--- src/hdl/macd_pkg.sv ---
`timescale 1ns / 1ps
// ----------------------------------------------------------------------------
// macd_pkg: shared types for the MACD filter
// Sequencer states, average selector and CSR index codes, reset periods.
// ----------------------------------------------------------------------------
package macd_pkg;

   typedef enum logic [2:0] {
      ST_IDLE,
      ST_SETUP,
      ST_MUL,
      ST_ROUND,
      ST_DIV,
      ST_STORE,
      ST_DIFF,
      ST_FINISH
   } state_type;

   typedef enum logic [1:0] {
      AVG_FAST,
      AVG_SLOW,
      AVG_SIGNAL
   } avg_sel_type;

   typedef enum logic [1:0] {
      CSR_SHORT_PERIOD,
      CSR_LONG_PERIOD,
      CSR_SIGNAL_PERIOD,
      CSR_UNUSED
   } csr_index_type;

   localparam logic [7:0] SHORT_PERIOD_RESET  = 8'd12;
   localparam logic [7:0] LONG_PERIOD_RESET   = 8'd26;
   localparam logic [7:0] SIGNAL_PERIOD_RESET = 8'd9;

endpackage

--- src/hdl/macd_indicator_filter.sv ---
`timescale 1ns / 1ps
// ----------------------------------------------------------------------------
// macd_indicator_filter: MACD difference, signal and oscillator lines
// Three exponential averages share one bit-serial multiplier and one
// bit-serial rounding divider, worked through by a small sequencer.
// ----------------------------------------------------------------------------
//  channel  | direction | handshake           | contents
//  req_     | in        | tvalid/tready       | close_price (tdata), restart (tuser)
//  rsp_     | out       | tvalid/tready       | dif, signal, osc (tdata), ready (tuser)
//  csr_     | in        | wr_en, no wait      | short, long, signal periods
//
// Sequence: per average, SETUP then STORE while still warming up; SETUP,
//   ROUND, DIV, STORE for the seed; SETUP, MUL, ROUND, DIV, STORE for the
//   recurrence (NS = 57, PB = 8 at defaults); the divider gives one bit per cycle.
// Reset: synchronous; periods return to 12/26/9, all averages, sums and
//   the sample index clear. No clearing pass.
// Stalls: the next request is taken while a result waits on rsp_; the
//   sequencer holds in its last state until the result register is free.
// ----------------------------------------------------------------------------
module macd_indicator_filter
   import macd_pkg::*;
#(
   parameter int PRICE_BITS = 32,
   parameter int PERIOD_MAX = 255
) (
   input  logic clock,
   input  logic reset,
   // request: [PRICE_BITS-1:0] close_price, rest zero
   input  logic                            req_tvalid,
   output logic                            req_tready,
   input  logic [((PRICE_BITS+7)/8)*8-1:0] req_tdata,
   // request: [0] restart
   input  logic                            req_tuser,
   // response: dif_value, signal_value, osc_value (PRICE_BITS+1 each), pad
   output logic                                  rsp_tvalid,
   input  logic                                  rsp_tready,
   output logic [((3*(PRICE_BITS+1)+7)/8)*8-1:0] rsp_tdata,
   // response: [0] ready_res
   output logic                                  rsp_tuser,
   // configuration writes
   input  logic       csr_wr_en,
   input  logic [1:0] csr_index,
   input  logic [7:0] csr_wdata
);

   localparam int P     = PRICE_BITS;
   localparam int G     = (PRICE_BITS > 36) ? (51 - PRICE_BITS) : 15;  // guard bits
   localparam int PB    = $clog2(PERIOD_MAX + 1);
   localparam int IW    = $clog2(PERIOD_MAX + 2);
   localparam int AW    = P + G + 1;        // average, signed, guard precision
   localparam int SW    = P + PB;           // price seed sum, unsigned
   localparam int GW    = P + 1 + PB;       // signal seed sum, signed
   localparam int NS    = P + G + PB + 2;   // numerator / dividend
   localparam int CW    = $clog2(NS + 1);
   localparam int OW    = 3 * (P + 1);
   localparam int OUT_DW = ((OW + 7) / 8) * 8;
   localparam logic [IW-1:0] IDX_SAT = IW'(PERIOD_MAX + 1);

   // registers
   state_type              state_ff, state_in;
   avg_sel_type            sel_ff, sel_in;
   logic [7:0]             short_ff, short_in, long_ff, long_in, sigp_ff, sigp_in;
   logic [IW-1:0]          sample_index_ff, sample_index_in, idx_ff, idx_in;
   logic signed [AW-1:0]   fast_avg_ff, fast_avg_in, slow_avg_ff, slow_avg_in;
   logic signed [AW-1:0]   sig_avg_ff, sig_avg_in;
   logic [SW-1:0]          fast_sum_ff, fast_sum_in, slow_sum_ff, slow_sum_in;
   logic signed [GW-1:0]   sig_sum_ff, sig_sum_in;
   logic [P-1:0]           price_ff, price_in;
   logic signed [P:0]      x_ff, x_in, dif_ff, dif_in;
   logic signed [NS-1:0]   num_ff, num_in, mcand_ff, mcand_in;
   logic [PB-1:0]          mult_ff, mult_in;
   logic [PB:0]            den_ff, den_in;
   logic [PB+1:0]          rem_ff, rem_in;
   logic [CW-1:0]          cnt_ff, cnt_in;
   logic                   neg_ff, neg_in, skip_ff, skip_in;
   logic signed [AW-1:0]   rf_ff, rf_in, rs_ff, rs_in;  // rs holds signal result late
   logic                   rsp_valid_ff, rsp_valid_in, rsp_ready_ff, rsp_ready_in;
   logic [OW-1:0]          rsp_data_ff, rsp_data_in;

   function automatic logic [PB-1:0] eff_period(input logic [7:0] v);
      logic [PB-1:0] r;
      if (v == 8'd0)                 r = PB'(1);
      else if (int'(v) > PERIOD_MAX) r = PB'(PERIOD_MAX);
      else                           r = PB'(v);
      return r;
   endfunction

   // drop guard bits rounding to nearest, ties away from zero, then saturate
   function automatic logic signed [P:0] round_sat(input logic signed [AW:0] v);
      logic [AW:0] m;
      logic [AW:0] q;
      logic [P:0]  r;
      m = v[AW] ? (AW+1)'(-v) : (AW+1)'(v);
      q = (m + ((AW+1)'(1) << (G - 1))) >> G;
      if (q > (AW+1)'({P{1'b1}})) r = {1'b0, {P{1'b1}}};
      else                        r = q[P:0];
      return v[AW] ? -r : r;
   endfunction

   function automatic logic signed [P:0] sat_sub(input logic signed [P:0] a,
                                                 input logic signed [P:0] b);
      logic signed [P+1:0] d;
      logic signed [P+1:0] lim;
      logic signed [P:0]   r;
      d   = (P+2)'(a) - (P+2)'(b);
      lim = (P+2)'({P{1'b1}});
      if (d > lim)       r = (P+1)'(lim);
      else if (d < -lim) r = (P+1)'(-lim);
      else               r = d[P:0];
      return r;
   endfunction

   logic [PB-1:0]        ps, pl, pg, p_cur;
   logic                 ready_now;
   logic signed [GW-1:0] cur_sum, sum_new;
   logic signed [AW-1:0] cur_avg;
   logic [PB+1:0]        rem_sh;
   logic [NS-1:0]        mag;
   logic signed [AW-1:0] q_signed;
   logic signed [P:0]    sig_out;

   always_comb begin
      ps        = eff_period(short_ff);
      pl        = eff_period(long_ff);
      pg        = eff_period(sigp_ff);
      ready_now = (int'(idx_ff) >= int'(pl)) && (int'(idx_ff) >= int'(pg));
      case (sel_ff)
         AVG_FAST: begin
            p_cur = ps; cur_sum = GW'(signed'({1'b0, fast_sum_ff})); cur_avg = fast_avg_ff;
         end
         AVG_SLOW: begin
            p_cur = pl; cur_sum = GW'(signed'({1'b0, slow_sum_ff})); cur_avg = slow_avg_ff;
         end
         default: begin
            p_cur = pg; cur_sum = sig_sum_ff; cur_avg = sig_avg_ff;
         end
      endcase
      sum_new  = cur_sum + GW'(x_ff);
      rem_sh   = {rem_ff[PB:0], num_ff[NS-1]};
      mag      = num_ff[NS-1] ? NS'(-num_ff) : NS'(num_ff);
      q_signed = neg_ff ? -AW'(num_ff) : AW'(num_ff);
      sig_out  = round_sat((AW+1)'(rs_ff));

      state_in        = state_ff;
      sel_in          = sel_ff;
      short_in        = short_ff;
      long_in         = long_ff;
      sigp_in         = sigp_ff;
      sample_index_in = sample_index_ff;
      idx_in          = idx_ff;
      fast_avg_in     = fast_avg_ff;
      slow_avg_in     = slow_avg_ff;
      sig_avg_in      = sig_avg_ff;
      fast_sum_in     = fast_sum_ff;
      slow_sum_in     = slow_sum_ff;
      sig_sum_in      = sig_sum_ff;
      price_in        = price_ff;
      x_in            = x_ff;
      dif_in          = dif_ff;
      num_in          = num_ff;
      mcand_in        = mcand_ff;
      mult_in         = mult_ff;
      den_in          = den_ff;
      rem_in          = rem_ff;
      cnt_in          = cnt_ff;
      neg_in          = neg_ff;
      skip_in         = skip_ff;
      rf_in           = rf_ff;
      rs_in           = rs_ff;
      rsp_valid_in    = rsp_valid_ff;
      rsp_ready_in    = rsp_ready_ff;
      rsp_data_in     = rsp_data_ff;
      req_tready      = (state_ff == ST_IDLE);

      if (rsp_valid_ff && rsp_tready) rsp_valid_in = 1'b0;

      if (csr_wr_en) begin
         case (csr_index_type'(csr_index))
            CSR_SHORT_PERIOD:  short_in = csr_wdata;
            CSR_LONG_PERIOD:   long_in  = csr_wdata;
            CSR_SIGNAL_PERIOD: sigp_in  = csr_wdata;
            default: ;
         endcase
      end

      case (state_ff)
         ST_IDLE: begin
            if (req_tvalid) begin
               price_in = req_tdata[P-1:0];
               x_in     = (P+1)'({1'b0, req_tdata[P-1:0]});
               sel_in   = AVG_FAST;
               idx_in   = sample_index_ff;
               if (req_tuser) begin
                  idx_in      = '0;
                  fast_avg_in = '0;
                  slow_avg_in = '0;
                  sig_avg_in  = '0;
                  fast_sum_in = '0;
                  slow_sum_in = '0;
                  sig_sum_in  = '0;
               end
               state_in = ST_SETUP;
            end
         end
         ST_SETUP: begin
            skip_in = 1'b0;
            if (int'(idx_ff) + 1 <= int'(p_cur)) begin
               case (sel_ff)
                  AVG_FAST: fast_sum_in = SW'(sum_new);
                  AVG_SLOW: slow_sum_in = SW'(sum_new);
                  default:  sig_sum_in  = sum_new;
               endcase
            end
            if (int'(idx_ff) + 1 < int'(p_cur)) begin
               skip_in  = 1'b1;
               num_in   = '0;
               neg_in   = 1'b0;
               state_in = ST_STORE;
            end else if (int'(idx_ff) + 1 == int'(p_cur)) begin
               num_in   = NS'(sum_new) <<< G;
               den_in   = (PB+1)'(p_cur);
               state_in = ST_ROUND;
            end else begin
               num_in   = NS'(x_ff) <<< (G + 1);
               mcand_in = NS'(cur_avg);
               mult_in  = p_cur - PB'(1);
               den_in   = (PB+1)'(p_cur) + (PB+1)'(1);
               cnt_in   = CW'(PB);
               state_in = ST_MUL;
            end
         end
         ST_MUL: begin
            // shift-add over the bits of p-1
            if (mult_ff[0]) num_in = num_ff + mcand_ff;
            mcand_in = mcand_ff <<< 1;
            mult_in  = mult_ff >> 1;
            cnt_in   = cnt_ff - CW'(1);
            if (cnt_ff == CW'(1)) state_in = ST_ROUND;
         end
         ST_ROUND: begin
            neg_in   = num_ff[NS-1];
            num_in   = mag + NS'(den_ff >> 1);
            rem_in   = '0;
            cnt_in   = CW'(NS);
            state_in = ST_DIV;
         end
         ST_DIV: begin
            // restoring division, one quotient bit per cycle
            if (rem_sh >= (PB+2)'(den_ff)) begin
               rem_in = rem_sh - (PB+2)'(den_ff);
               num_in = {num_ff[NS-2:0], 1'b1};
            end else begin
               rem_in = rem_sh;
               num_in = {num_ff[NS-2:0], 1'b0};
            end
            cnt_in = cnt_ff - CW'(1);
            if (cnt_ff == CW'(1)) state_in = ST_STORE;
         end
         ST_STORE: begin
            case (sel_ff)
               AVG_FAST: begin
                  if (!skip_ff) fast_avg_in = q_signed;
                  rf_in    = q_signed;
                  x_in     = (P+1)'({1'b0, price_ff});
                  sel_in   = AVG_SLOW;
                  state_in = ST_SETUP;
               end
               AVG_SLOW: begin
                  if (!skip_ff) slow_avg_in = q_signed;
                  rs_in    = q_signed;
                  state_in = ST_DIFF;
               end
               default: begin
                  if (!skip_ff) sig_avg_in = q_signed;
                  rs_in    = q_signed;
                  state_in = ST_FINISH;
               end
            endcase
         end
         ST_DIFF: begin
            if (int'(idx_ff) >= int'(pl))
               dif_in = round_sat((AW+1)'(rf_ff) - (AW+1)'(rs_ff));
            else
               dif_in = '0;
            x_in     = dif_in;
            sel_in   = AVG_SIGNAL;
            state_in = ST_SETUP;
         end
         ST_FINISH: begin
            if (!rsp_valid_ff || rsp_tready) begin
               rsp_valid_in = 1'b1;
               rsp_ready_in = ready_now;
               rsp_data_in  = {(ready_now ? sat_sub(dif_ff, sig_out) : (P+1)'(0)),
                               sig_out, dif_ff};
               if (idx_ff < IDX_SAT) sample_index_in = idx_ff + IW'(1);
               else                  sample_index_in = idx_ff;
               state_in = ST_IDLE;
            end
         end
         default: state_in = ST_IDLE;
      endcase
   end

   always_ff @(posedge clock) begin
      if (reset) begin
         state_ff        <= ST_IDLE;
         short_ff        <= SHORT_PERIOD_RESET;
         long_ff         <= LONG_PERIOD_RESET;
         sigp_ff         <= SIGNAL_PERIOD_RESET;
         sample_index_ff <= '0;
         fast_avg_ff     <= '0;
         slow_avg_ff     <= '0;
         sig_avg_ff      <= '0;
         fast_sum_ff     <= '0;
         slow_sum_ff     <= '0;
         sig_sum_ff      <= '0;
         rsp_valid_ff    <= 1'b0;
      end else begin
         state_ff        <= state_in;
         short_ff        <= short_in;
         long_ff         <= long_in;
         sigp_ff         <= sigp_in;
         sample_index_ff <= sample_index_in;
         fast_avg_ff     <= fast_avg_in;
         slow_avg_ff     <= slow_avg_in;
         sig_avg_ff      <= sig_avg_in;
         fast_sum_ff     <= fast_sum_in;
         slow_sum_ff     <= slow_sum_in;
         sig_sum_ff      <= sig_sum_in;
         rsp_valid_ff    <= rsp_valid_in;
      end
      sel_ff       <= sel_in;
      idx_ff       <= idx_in;
      price_ff     <= price_in;
      x_ff         <= x_in;
      dif_ff       <= dif_in;
      num_ff       <= num_in;
      mcand_ff     <= mcand_in;
      mult_ff      <= mult_in;
      den_ff       <= den_in;
      rem_ff       <= rem_in;
      cnt_ff       <= cnt_in;
      neg_ff       <= neg_in;
      skip_ff      <= skip_in;
      rf_ff        <= rf_in;
      rs_ff        <= rs_in;
      rsp_ready_ff <= rsp_ready_in;
      rsp_data_ff  <= rsp_data_in;
   end

   assign rsp_tvalid = rsp_valid_ff;
   assign rsp_tuser  = rsp_ready_ff;
   assign rsp_tdata  = OUT_DW'(rsp_data_ff);

   // a request moves the sequencer out of idle
   a_accept_starts: assert property (@(posedge clock) disable iff (reset)
      (req_tvalid && req_tready) |=> (state_ff == ST_SETUP))
      else $error("request not started");

   // divider never runs on a zero divisor
   a_den_nonzero: assert property (@(posedge clock) disable iff (reset)
      (state_ff == ST_DIV) |-> (den_ff != '0))
      else $error("zero divisor");

   // oscillator stays zero while warming up
   a_osc_warmup: assert property (@(posedge clock) disable iff (reset)
      (rsp_valid_ff && !rsp_ready_ff) |-> (rsp_data_ff[OW-1:2*(P+1)] == '0))
      else $error("oscillator during warm-up");

   // sample index never passes its saturation point
   a_index_sat: assert property (@(posedge clock) disable iff (reset)
      sample_index_ff <= IDX_SAT)
      else $error("sample index overflow");

endmodule
--- config.mk ---
export PLATFORM = sky130hd
export DESIGN_NAME = macd_indicator_filter
export DESIGN_NICKNAME = d
export VERILOG_FILES = /design/src/hdl/macd_pkg.sv /design/src/hdl/macd_indicator_filter.sv
export SDC_FILE = /design/constraint.sdc
export NUM_CORES = 2
export LEC_CHECK = 0
export BUFFER_PORTS_ARGS = -buffer_cell sky130_fd_sc_hd__buf_2
export CAP_MARGIN = 20
export CELL_PAD_IN_SITES_DETAIL_PLACEMENT = 1
export CELL_PAD_IN_SITES_GLOBAL_PLACEMENT = 1
export CORE_UTILIZATION = 30
export CTS_CLUSTER_DIAMETER = 100
export DETAILED_ROUTE_END_ITERATION = 8
export PLACE_DENSITY = 0.54
export SLEW_MARGIN = 10
export SYNTH_ARGS = -nofsm -noshare
export SYNTH_HDL_FRONTEND = slang
export SYNTH_SLANG_ARGS = --single-unit
--- constraint.sdc ---
create_clock -name clock -period 15.54 [get_ports clock]
set_input_delay 4.662 -clock clock [delete_from_list [all_inputs] [get_ports clock]]
set_output_delay 4.662 -clock clock [all_outputs]
set_load 0.01 [all_outputs]
==> run_results.csv <==
group,metric,value,unit
yosys,synth-seq-cells,755,
global_route,grt_max_degree,173,
sta,final_hold_viol_count,0,
critical_path,timing.critical_path.mode_cell,"o21ai_0",
floorplan,die-area,175000,um^2
yosys,syn-instance-count,6154,
sta,worst_pin_slew,1.22,ns
cells_and_area,drive_above_1_share,8.17,%
floorplan,dieHeight,419,um
critical_path,worstSetupPathType,"flip-flop to flip-flop",
clock_network,cts.sinks,755,
cells_and_area,fin_nets,6403,
sta,post-route-min-period,10.32,ns
critical_path,cp_max_fo,45,
place,io_buffers,149,
run_status,status,"completed",
critical_path,required,16.08,ns
yosys,synth_cell_types,122,
clock_network,path_clk_slew,0.06,ns
pwr,power.density,190,nW/um^2
place,dpl_cell_area,55100,um^2
yosys,yosys_most_used_dff,"edfxtp_1",
min_path,min_path_cells,2,
clock_network,cts_htree_levels,3,
sta,fin_skew,0.0347,ns
critical_path,r2r_setup_slack,5.22,ns
yosys,avgSynthCellArea,8.47,um^2
floorplan,core_area,172000,um^2
clock_network,cts_made_buffers,95,
critical_path,reg2reg_to,"rsp_data_ff[68]$_SDFFCE_PN0P_",
clock_network,post_cts_buffers,0,
yosys,yosys-top-cells-area,"edfxtp_1 26%, dfxtp_1 12%, nand2_1 6.7%",
min_path,min_from,"sig_avg_ff[22]$_SDFFE_PP0P_",
clock_network,postCtsHoldBufs,0,
floorplan,ios,155,
yosys,ys.warnings.count,0,
yosys,synth_area,52100,um^2
global_route,grt_pass1_wl,299,mm
yosys,synthArstFlopShare,0,%
place,gp_congestion,0.895,
pwr,irDropWorstVdd,228,uV
floorplan,fp.dieW,419,um
route,ant_nets,0,
clock_network,cts_resized,0,
clock_network,clock_latency,0.72,ns
global_route,antenna_found_initial,12,
min_path,hold_end,"sig_avg_ff[22]$_SDFFE_PP0P_",
cells_and_area,syn2layout_area_growth,11.7,%
sta,rsz0062_at_grt,"no",
sta,tns,0,ns
yosys,yosys.area.top_type,"edfxtp_1",
route,drt_pass1_iterations,8,
floorplan,start_util,30.3,%
critical_path,cp.arrival,10.85,ns
critical_path,startpoint_type,"flip-flop",
critical_path,r2r-start,"rs_ff[30]$_DFFE_PP_",
yosys,seq_area_frac_synth,37.7,%
place,hpwl,146,mm
route,drc,0,
global_route,grt.overflow.total,0,
critical_path,reg2reg_depth,33,
route,drt-wirelength-per-cell,23.4,um
clock_network,cts_tree,"yes",
sta,setup_violations,0,
sta,maxSlewHeadroom,18.0,%
pwr,leakagePower,0.0213,uW
min_path,hold_path.class,"flip-flop to flip-flop",
global_route,grt_usage,22.3,%
yosys,synth_most_common_cell,"nand2_1",
floorplan,num_rows,152,
clock_network,cts-root-buf,"clkbuf_16",
cells_and_area,postLayoutCellArea,58200,um^2
global_route,grt_pass1_vias,47400,
sta,drv_slew,0,
flow_run,drv_cap,0,
sta,hold_slack,0.451,ns
sta,min_period_over_period,66.4,%
yosys,synth_top_cell_area_share,26.1,%
critical_path,end_kind,"flip-flop",
yosys,synthTopCellsByCount,"927 x nand2_1, 559 x a21oi_1, 500 x nor2_1, 453 x edfxtp_1, 395 x o21ai_0",
sta,fmaxAchievable,96.9,MHz
critical_path,slowest_delay,0.77,ns
critical_path,slowest_stage,"a2111oi_0",
route,drtIter0Drc,2956,
route,wirelength,199,mm
yosys,synth_edf_count,453,
route,avgViaCountPerCell,5.44,
clock_network,cts_buffer_depth,3,
route,vias,46400,
## layout by cell type (no fill, tap or decap), drive strengths merged, types with 51 or more instances in the layout
master | netlist | routed
a21o | 123 | 123
a21oi | 560 | 560
and2 | 96 | 96
and3 | 51 | 51
buf | 62 | 221
clkbuf | 286 | 130
dfxtp | 302 | 302
edfxtp | 453 | 453
ha | 221 | 221
inv | 194 | 200
mux2i | 157 | 157
nand2 | 927 | 927
nand2b | 68 | 68
nand3 | 144 | 144
nand4 | 53 | 53
nor2 | 501 | 501
nor2b | 71 | 71
nor3 | 159 | 159
nor4 | 56 | 56
o21ai | 415 | 415
o31ai | 55 | 55
or3 | 57 | 57
xnor2 | 289 | 289
xor2 | 158 | 158
## stage by stage
stage | power, uW | utilization, % | std cells | worst slack [ns]
after floorplan | 6710 | - | 6158 | 5.73
after global placement | 8770 | 32.0 | 8339 | 5.70
after detailed placement | 8850 | 32.0 | 8341 | 5.37
after CTS | 11200 | 33.8 | 8516 | 5.31
after global routing | 11700 | 33.8 | 8516 | 4.41
final | 11000 | 33.8 | 8518 | 5.22
## cells by family after synthesis
group,count (synthesis),share of synthesized area (%)
AOI/OAI and AO/OA,1659,20.2
xor gates and xnor gates,449,7.65
adders and majority gates,230,5.60
buffers and inverters,545,4.09
DFF,755,37.7
muxes,172,3.35
other,1,0.00720
and+or+nand+nor,2343,21.4
## sequential cells by signal, indices dropped and copies added (netlist names), 9 cells and up
| register | flops |
|---|---|
| sample_index_ff | 9 |
| num_ff | 57 |
| sig_avg_ff | 48 |
| rem_ff | 9 |
| dif_ff | 33 |
| idx_ff | 9 |
| price_ff | 32 |
| fast_avg_ff | 48 |
| rsp_data_ff | 99 |
| sig_sum_ff | 41 |
| rf_ff | 48 |
| x_ff | 33 |
| slow_sum_ff | 40 |
| mcand_ff | 57 |
| rs_ff | 48 |
| slow_avg_ff | 48 |
| den_ff | 9 |
| fast_sum_ff | 40 |
## worst max-delay path by stage
stage | end | start | slack [ns]
after detailed placement | rsp_data_ff[68]$_SDFFCE_PN0P_ | rs_ff[30]$_DFFE_PP_ | 5.37
after CTS | rsp_data_ff[68]$_SDFFCE_PN0P_ | rs_ff[30]$_DFFE_PP_ | 5.31
after global placement | rsp_data_ff[89]$_SDFFCE_PN0P_ | rs_ff[30]$_DFFE_PP_ | 5.70
final | rsp_data_ff[68]$_SDFFCE_PN0P_ | rs_ff[30]$_DFFE_PP_ | 5.22
after global routing | rsp_data_ff[68]$_SDFFCE_PN0P_ | rs_ff[30]$_DFFE_PP_ | 4.41
after floorplan | rsp_data_ff[68]$_SDFFCE_PN0P_ | rs_ff[47]$_DFFE_PP_ | 5.73
## report_power, final
group	internal, uW	leakage (uW)	switching, uW
sequential	2770	0.00666	453
clock	1290	0.00149	944
combinational	1730	0.0131	3850
total	5790	0.0213	5250
## critical path: cells and delay by family, from the launching register on
kind,cells,cell delay [ns]
compound gates,15,3.89
fa+ha+maj,2,0.70
buf+inv,4,0.78
flops,1,0.55
mux,1,0.19
simple gates,11,3.99
## layer usage
layer	part of all wire, %	GRT usage, %
met2	48	38.7
met1	45	28.5
met5	0	0
met4	3.6	7.95
met3	3.1	2.08
## cell type report
cell class | instances | area, um^2
inverter | 197 | 739
clock buffer | 130 | 2640
tap | 2310 | 2890
clock inverter | 45 | 432
fill | 20400 | 114000
antenna | 2 | 5.00
sequential | 755 | 19600
timing repair buffer | 221 | 1320
multi-input combinational | 4858 | 30500
No activity file was read; power rests on OpenSTA's default activity.
